--- config.mk ---
export PLATFORM = sky130hd
export DESIGN_NAME = pem_private_frame_scanner
export DESIGN_NICKNAME = d
export VERILOG_FILES = /design/src/design/pfs_pkg.sv /design/src/design/pfs_in_stage.sv /design/src/design/pfs_scan_core.sv /design/src/design/pfs_out_stage.sv /design/src/design/pem_private_frame_scanner.sv
export SDC_FILE = /design/constraint.sdc
export NUM_CORES = 1
export LEC_CHECK = 0
export ABC_AREA = 1
export BUFFER_PORTS_ARGS = -buffer_cell sky130_fd_sc_hd__buf_2
export CELL_PAD_IN_SITES_DETAIL_PLACEMENT = 1
export CELL_PAD_IN_SITES_GLOBAL_PLACEMENT = 1
export CORE_MARGIN = 2
export CORE_UTILIZATION = 46
export CTS_CLUSTER_DIAMETER = 30
export CTS_CLUSTER_SIZE = 16
export DETAILED_ROUTE_END_ITERATION = 10
export GPL_TIMING_DRIVEN = 0
export HOLD_SLACK_MARGIN = 0.02
export PLACE_DENSITY_LB_ADDON = 0.1
export SLEW_MARGIN = 5
export SYNTH_ARGS = -nofsm -noshare
export SYNTH_HDL_FRONTEND = slang
export SYNTH_HIERARCHICAL = 1
export SYNTH_SLANG_ARGS = --single-unit
--- constraint.sdc ---
create_clock -name aclk -period 6.74 [get_ports aclk]
set_input_delay 1.011 -clock aclk [delete_from_list [all_inputs] [get_ports aclk]]
set_output_delay 1.011 -clock aclk [all_outputs]
set_load 0.1 [all_outputs]
--- src/design/pfs_pkg.sv ---
// Shared types, constants and pattern tables for the PEM private frame scanner.
`timescale 1ns / 1ps
`default_nettype none

package pfs_pkg;

    // Pattern lengths
    localparam logic [3:0] BEGIN_LEN = 4'd11;
    localparam logic [3:0] PRIV_LEN  = 4'd11;
    localparam logic [2:0] DASH_LEN  = 3'd5;

    // Characters with special roles
    localparam logic [7:0] CHAR_DASH = 8'h2D;
    localparam logic [7:0] CHAR_P    = 8'h50;

    // One accepted input item
    typedef struct packed {
        logic [7:0] text_byte;
        logic       last_byte;
    } pfs_item_t;

    // Scanner state
    typedef struct packed {
        logic       in_label;
        logic [3:0] begin_progress;
        logic [3:0] private_progress;
        logic       private_seen;
        logic [2:0] dash_run;
        logic       found_flag;
    } pfs_state_t;

    // Output stage handshake status
    typedef struct packed {
        logic load;
        logic found;
    } pfs_result_t;

    // "-----BEGIN " by position
    function automatic logic [7:0] begin_char(input logic [3:0] k);
        logic [7:0] c;
        case (k)
            4'd0, 4'd1, 4'd2, 4'd3, 4'd4: c = CHAR_DASH;
            4'd5:    c = 8'h42; // B
            4'd6:    c = 8'h45; // E
            4'd7:    c = 8'h47; // G
            4'd8:    c = 8'h49; // I
            4'd9:    c = 8'h4E; // N
            4'd10:   c = 8'h20; // space
            default: c = 8'h00;
        endcase
        return c;
    endfunction

    // "PRIVATE KEY" by position
    function automatic logic [7:0] priv_char(input logic [3:0] k);
        logic [7:0] c;
        case (k)
            4'd0:    c = CHAR_P;
            4'd1:    c = 8'h52; // R
            4'd2:    c = 8'h49; // I
            4'd3:    c = 8'h56; // V
            4'd4:    c = 8'h41; // A
            4'd5:    c = 8'h54; // T
            4'd6:    c = 8'h45; // E
            4'd7:    c = 8'h20; // space
            4'd8:    c = 8'h4B; // K
            4'd9:    c = 8'h45; // E
            4'd10:   c = 8'h59; // Y
            default: c = 8'h00;
        endcase
        return c;
    endfunction

endpackage

`default_nettype wire

--- src/design/pfs_in_stage.sv ---
// Input register stage: holds one byte transfer until the scanner takes it.
`timescale 1ns / 1ps
`default_nettype none

module pfs_in_stage
    import pfs_pkg::*;
(
    input  wire logic      aclk,
    input  wire logic      aresetn,
    input  wire logic      in_valid,
    output logic           in_ready,
    input  wire pfs_item_t in_item,
    output logic           item_valid,
    output pfs_item_t      item,
    input  wire logic      item_take
);

    logic      valid_reg;
    logic      valid_next;
    pfs_item_t item_reg;

    // Free when empty or when the held byte leaves this cycle
    assign in_ready   = !valid_reg || item_take;
    assign valid_next = (in_valid && in_ready) ? 1'b1 : (item_take ? 1'b0 : valid_reg);

    always_ff @(posedge aclk) begin
        if (!aresetn) begin
            valid_reg <= 1'b0;
        end else begin
            valid_reg <= valid_next;
        end
    end

    // Payload, no reset
    always_ff @(posedge aclk) begin
        if (in_valid && in_ready) begin
            item_reg <= in_item;
        end
    end

    assign item_valid = valid_reg;
    assign item       = item_reg;

endmodule

`default_nettype wire

--- src/design/pfs_scan_core.sv ---
// Marker and label matching state with its one-byte next-state logic.
`timescale 1ns / 1ps
`default_nettype none

module pfs_scan_core
    import pfs_pkg::*;
(
    input  wire logic      aclk,
    input  wire logic      aresetn,
    input  wire logic      step,
    input  wire pfs_item_t item,
    output pfs_result_t    result
);

    pfs_state_t state_reg;
    pfs_state_t state_next;
    pfs_state_t scan;
    logic [3:0] pp_next;
    logic       is_dash;

    assign is_dash = (item.text_byte == CHAR_DASH);

    // Match one byte against the current state
    always_comb begin
        scan    = state_reg;
        pp_next = 4'd0;
        if (!state_reg.in_label) begin
            // Opening marker search, dash runs fall back to five dashes
            if (state_reg.begin_progress < BEGIN_LEN &&
                item.text_byte == begin_char(state_reg.begin_progress)) begin
                scan.begin_progress = state_reg.begin_progress + 4'd1;
            end else if (is_dash) begin
                if (state_reg.begin_progress == {1'b0, DASH_LEN}) begin
                    scan.begin_progress = {1'b0, DASH_LEN};
                end else if (state_reg.begin_progress > {1'b0, DASH_LEN}) begin
                    scan.begin_progress = 4'd1;
                end else begin
                    scan.begin_progress = state_reg.begin_progress + 4'd1;
                end
            end else begin
                scan.begin_progress = 4'd0;
            end
            if (scan.begin_progress >= BEGIN_LEN) begin
                scan.in_label         = 1'b1;
                scan.begin_progress   = 4'd0;
                scan.private_progress = 4'd0;
                scan.private_seen     = 1'b0;
                scan.dash_run         = 3'd0;
            end
        end else begin
            // Label body: look for the private key words
            if (state_reg.private_progress < PRIV_LEN &&
                item.text_byte == priv_char(state_reg.private_progress)) begin
                pp_next = state_reg.private_progress + 4'd1;
            end else if (item.text_byte == CHAR_P) begin
                pp_next = 4'd1;
            end
            scan.private_progress = pp_next;
            if (pp_next >= PRIV_LEN) begin
                scan.private_seen     = 1'b1;
                scan.private_progress = 4'd0;
            end
            // Five dashes close the label
            if (is_dash) begin
                scan.dash_run = state_reg.dash_run + 3'd1;
                if (scan.dash_run >= DASH_LEN) begin
                    scan.found_flag       = state_reg.found_flag | scan.private_seen;
                    scan.in_label         = 1'b0;
                    scan.begin_progress   = 4'd0;
                    scan.private_progress = 4'd0;
                    scan.private_seen     = 1'b0;
                    scan.dash_run         = 3'd0;
                end
            end else begin
                scan.dash_run = 3'd0;
            end
        end
    end

    // End of text starts a fresh scan
    always_comb begin
        state_next = state_reg;
        if (step) begin
            state_next = item.last_byte ? '0 : scan;
        end
    end

    always_ff @(posedge aclk) begin
        if (!aresetn) begin
            state_reg <= '0;
        end else begin
            state_reg <= state_next;
        end
    end

    assign result.load  = step && item.last_byte;
    assign result.found = scan.found_flag;

endmodule

`default_nettype wire

--- src/design/pfs_out_stage.sv ---
// Result register: holds the found flag until the master side takes it.
`timescale 1ns / 1ps
`default_nettype none

module pfs_out_stage
    import pfs_pkg::*;
(
    input  wire logic        aclk,
    input  wire logic        aresetn,
    input  wire pfs_result_t result,
    output logic             slot_free,
    output logic             out_valid,
    output logic             out_found,
    input  wire logic        out_ready
);

    logic valid_reg;
    logic valid_next;
    logic found_reg;

    assign slot_free  = !valid_reg || out_ready;
    assign valid_next = result.load ? 1'b1 : (out_ready ? 1'b0 : valid_reg);

    always_ff @(posedge aclk) begin
        if (!aresetn) begin
            valid_reg <= 1'b0;
        end else begin
            valid_reg <= valid_next;
        end
    end

    always_ff @(posedge aclk) begin
        if (result.load) begin
            found_reg <= result.found;
        end
    end

    assign out_valid = valid_reg;
    assign out_found = found_reg;

endmodule

`default_nettype wire

--- src/design/pem_private_frame_scanner.sv ---
// PEM private frame scanner top level: input register, scanner, result register.
// A final byte passes from the input register through the scanner, and its result is held in the result register.
// Throughput: one byte per cycle while no final byte waits; the scanner state updates once per byte.
// A final byte waits in the input register while an earlier result is untaken.
// Reset (aresetn low, synchronous) empties both registers and clears the scan state.
`timescale 1ns / 1ps
`default_nettype none

module pem_private_frame_scanner
    import pfs_pkg::*;
(
    input  wire logic       aclk,
    input  wire logic       aresetn,
    input  wire logic       s_axis_tvalid,
    output logic            s_axis_tready,
    input  wire logic [7:0] s_axis_tdata,  // [7:0] text_byte
    input  wire logic       s_axis_tlast,  // last_byte
    output logic            m_axis_tvalid,
    input  wire logic       m_axis_tready,
    output logic [7:0]      m_axis_tdata   // [0] private_found, [7:1] zero
);

    pfs_item_t   in_item;
    pfs_item_t   item;
    logic        item_valid;
    logic        item_take;
    logic        slot_free;
    logic        out_found;
    pfs_result_t result;

    assign in_item.text_byte = s_axis_tdata;
    assign in_item.last_byte = s_axis_tlast;

    // A final byte needs room in the result register
    assign item_take = item_valid && (!item.last_byte || slot_free);

    pfs_in_stage u_in (
        .aclk       (aclk),
        .aresetn    (aresetn),
        .in_valid   (s_axis_tvalid),
        .in_ready   (s_axis_tready),
        .in_item    (in_item),
        .item_valid (item_valid),
        .item       (item),
        .item_take  (item_take)
    );

    pfs_scan_core u_core (
        .aclk    (aclk),
        .aresetn (aresetn),
        .step    (item_take),
        .item    (item),
        .result  (result)
    );

    pfs_out_stage u_out (
        .aclk      (aclk),
        .aresetn   (aresetn),
        .result    (result),
        .slot_free (slot_free),
        .out_valid (m_axis_tvalid),
        .out_found (out_found),
        .out_ready (m_axis_tready)
    );

    assign m_axis_tdata = {7'd0, out_found};

endmodule

`default_nettype wire
==> flow_metrics.py <==
metrics = {
    "sta": {
        "grt_setup_unrepaired": "false",
        "relSlewSlack": 0.3051,
        "worstMarginPinSlew_ns": 1.042,
        "fin_crit_ns": 3.173,
        "drv_slew": 0,
        "max_clock_freq_mhz": 315.2,
        "finalSetupViolations": 0,
        "setup_tns_ns": 0,
        "fin_skew_ns": 0.009514,
        "period_share": 0.4707,
        "hold_violations": 0,
    },
    "run_status": {
        "status": "completed",
    },
    "drt": {
        "drtIter0Drc": 45,
        "dr.pass1.iters": 4,
        "wirelength_mm": 5.771,
        "wl_per_cell_um": 13.12,
        "vias_per_cell": 4.916,
        "ant_nets": 0,
        "drc_errors": 0,
        "num_vias": 2163,
    },
    "synth": {
        "synth-seq-cells": 39,
        "ys_types": 36,
        "synthesis.instances": 341,
        "yosysWarnings": 6,
        "synthTopCellsByArea": "dfxtp_1 (24%), nand2_1 (13%), edfxtp_1 (12%)",
        "synth_edf_count": 10,
        "syn-cell-area_um2": 2457,
        "avgSynthCellArea_um2": 7.206,
        "synth.largest_area_cell": "dfxtp_1",
        "synth-async-reset-ratio": 0,
        "yosysSeqAreaShare": 0.3585,
        "synth_top_area_share": 0.2363,
        "synth_flop_cell": "dfxtp_1",
    },
    "min_path": {
        "hold_path.class": "reg2reg",
        "min_delay_path_depth": 2,
    },
    "finish": {
        "mostFrequentLayoutCells": "nand2_1 (87), inv_1 (59), dfxtp_1 (29), nand3_1 (25), nor2_1 (23)",
        "final_common_cell": "nand2_1",
        "drive_gt1_frac": 0.1811,
        "synthToLayoutAreaGrowth_pct": 12.12,
        "num_antenna_cells": 0,
        "fin_area_um2": 2755,
        "final_net_count": 394,
    },
    "clocking": {
        "postCtsSetupBuffers": 0,
        "ctsRootBufferMaster": "clkbuf_8",
        "cts_tree": "yes",
        "cts_resized": 0,
        "htreeDepth": 2,
        "cts.path.max_buffers": 2,
        "cts_sinks": 39,
        "cts_buffers": 5,
        "path_clk_slew_ns": 0.08,
        "cts_hold_buf": 0,
        "insertion_delay_ns": 0.29,
    },
    "setup_path": {
        "slowest_delay_ns": 0.42,
        "crit_slowest_cell": "buf_2",
        "crit_chain": "buf_2 -> inv_1 -> nand2_2 -> inv_1 -> a21oi_2 -> inv_2 -> nand2_2 -> buf_2",
        "worst_setup_path_start_kind": "primary input",
        "critPathMaxFanout": 6,
        "worstPathRequired_ns": 5.73,
        "worstRegToRegCells": 16,
        "endpoint_kind": "output pin",
        "cp_data_arrival_time_ns": 2.16,
        "reg2reg_slack_ns": 3.80,
        "worst-setup-path-type": "in2out",
    },
    "floorplanning": {
        "die_area_um2": 5943,
        "boundaryPins": 23,
        "placementRows": 26,
        "core-area_um2": 5140,
        "die_width_um": 77.09,
        "die_h_um": 77.09,
        "start_util": 0.4781,
    },
    "placement": {
        "dpl.hpwl_mm": 4.745,
        "place_area_um2": 2643,
        "io_buffers": 15,
        "gp_congestion": 0.8178,
    },
    "global_routing": {
        "antenna_found_initial": 0,
        "grt_first_pass_wirelength_mm": 10.11,
        "grt_max_degree": 14,
        "first_global_vias": 2256,
        "grt_usage": 0.2112,
        "overflow": 0,
    },
    "pwr": {
        "p_total_mw": 0.5619,
        "vdd_drop_max_mv": 0.1560,
        "p_leak_nw": 1.391,
        "p_per_area_nw_per_um2": 203.9,
    },
    "job": {
        "maxCapViolCount": 0,
    },
}
per-stage QoR:
stage	hold slack (ns)	instances	utilization	setup slack, ns
after floorplan	0.4368	347	-	3.821
after global placement	0.4470	432	0.5141	3.558
after detailed placement	0.4621	432	0.5141	3.544
after CTS	0.4805	440	0.5360	3.541
after global routing	0.5057	440	0.5360	3.457
final	0.4763	440	0.5360	3.567
path summary, 6_finish.rpt:
| kind | from | end |
|---|---|---|
| max | m_axis_tready | s_axis_tready |
| min | u_out/out_valid | u_out/out_valid |
| max reg2reg | u_core/state_reg[1] | register |
| min reg2reg | u_out/out_valid | u_out/out_valid |
power breakdown:
| part | total [mW] | leakage [nW] | internal, mW | switching (mW) |
|---|---|---|---|---|
| logic | 0.0996 | 0.999 | 0.0271 | 0.0724 |
| clock network | 0.199 | 0.0581 | 0.110 | 0.0884 |
| registers | 0.264 | 0.333 | 0.254 | 0.0100 |
| total | 0.562 | 1.39 | 0.391 | 0.171 |
synthesized netlist by cell type, types with 2 or more instances:
| master | count |
|---|---|
| a211oi_1 | 3 |
| a21oi_1 | 9 |
| a21oi_2 | 4 |
| buf_4 | 8 |
| dfxtp_1 | 29 |
| edfxtp_1 | 10 |
| ha_1 | 12 |
| inv_1 | 59 |
| inv_2 | 5 |
| nand2_1 | 87 |
| nand2_2 | 7 |
| nand2_4 | 2 |
| nand3_1 | 25 |
| nand3_2 | 3 |
| nand4_1 | 10 |
| nor2_1 | 23 |
| nor2_2 | 7 |
| nor3_1 | 3 |
| o21ai_0 | 9 |
| o21ai_1 | 4 |
| o21ai_2 | 2 |
| xnor2_1 | 2 |
| xor2_1 | 5 |
worst max-delay path: cells and delay by family:
| kind | cells | cell delay, ns |
|---|---|---|
| compound gates | 1 | 0.34 |
| buf+inv | 5 | 0.67 |
| simple gates | 2 | 0.14 |
per-layer routing:
layer  vias up  part of all wire  global-route usage
li1       1116                 -                   -
met1      1029              0.47              0.2642
met2        16              0.50              0.3789
met3         2             0.019             0.03647
met4         0            0.0061             0.04821
met5         -                 0                   0
final cells by class:
type	instances	area, um2
buffer	11	78.83
clock buffer	5	68.82
clock inverter	3	43.79
fill	714	2385
inverter	64	240.2
multi-input combinational	233	1280
sequential	39	880.8
tap	70	87.58
timing repair buffer	15	75.07
cells by family (layout without fill, tap and decap cells):
logic type,after synthesis,after routing,synth area share
other,1,7,0.001526
flip-flops,39,39,0.3585
XOR/XNOR,7,7,0.02495
AND/OR/NAND/NOR,172,172,0.3345
buffers and inverters,75,98,0.1298
adder cells (fa/ha/maj),12,12,0.06110
AO/OA/AOI/OAI,35,35,0.08961
Note: power is estimated with default switching activity, not from simulation.
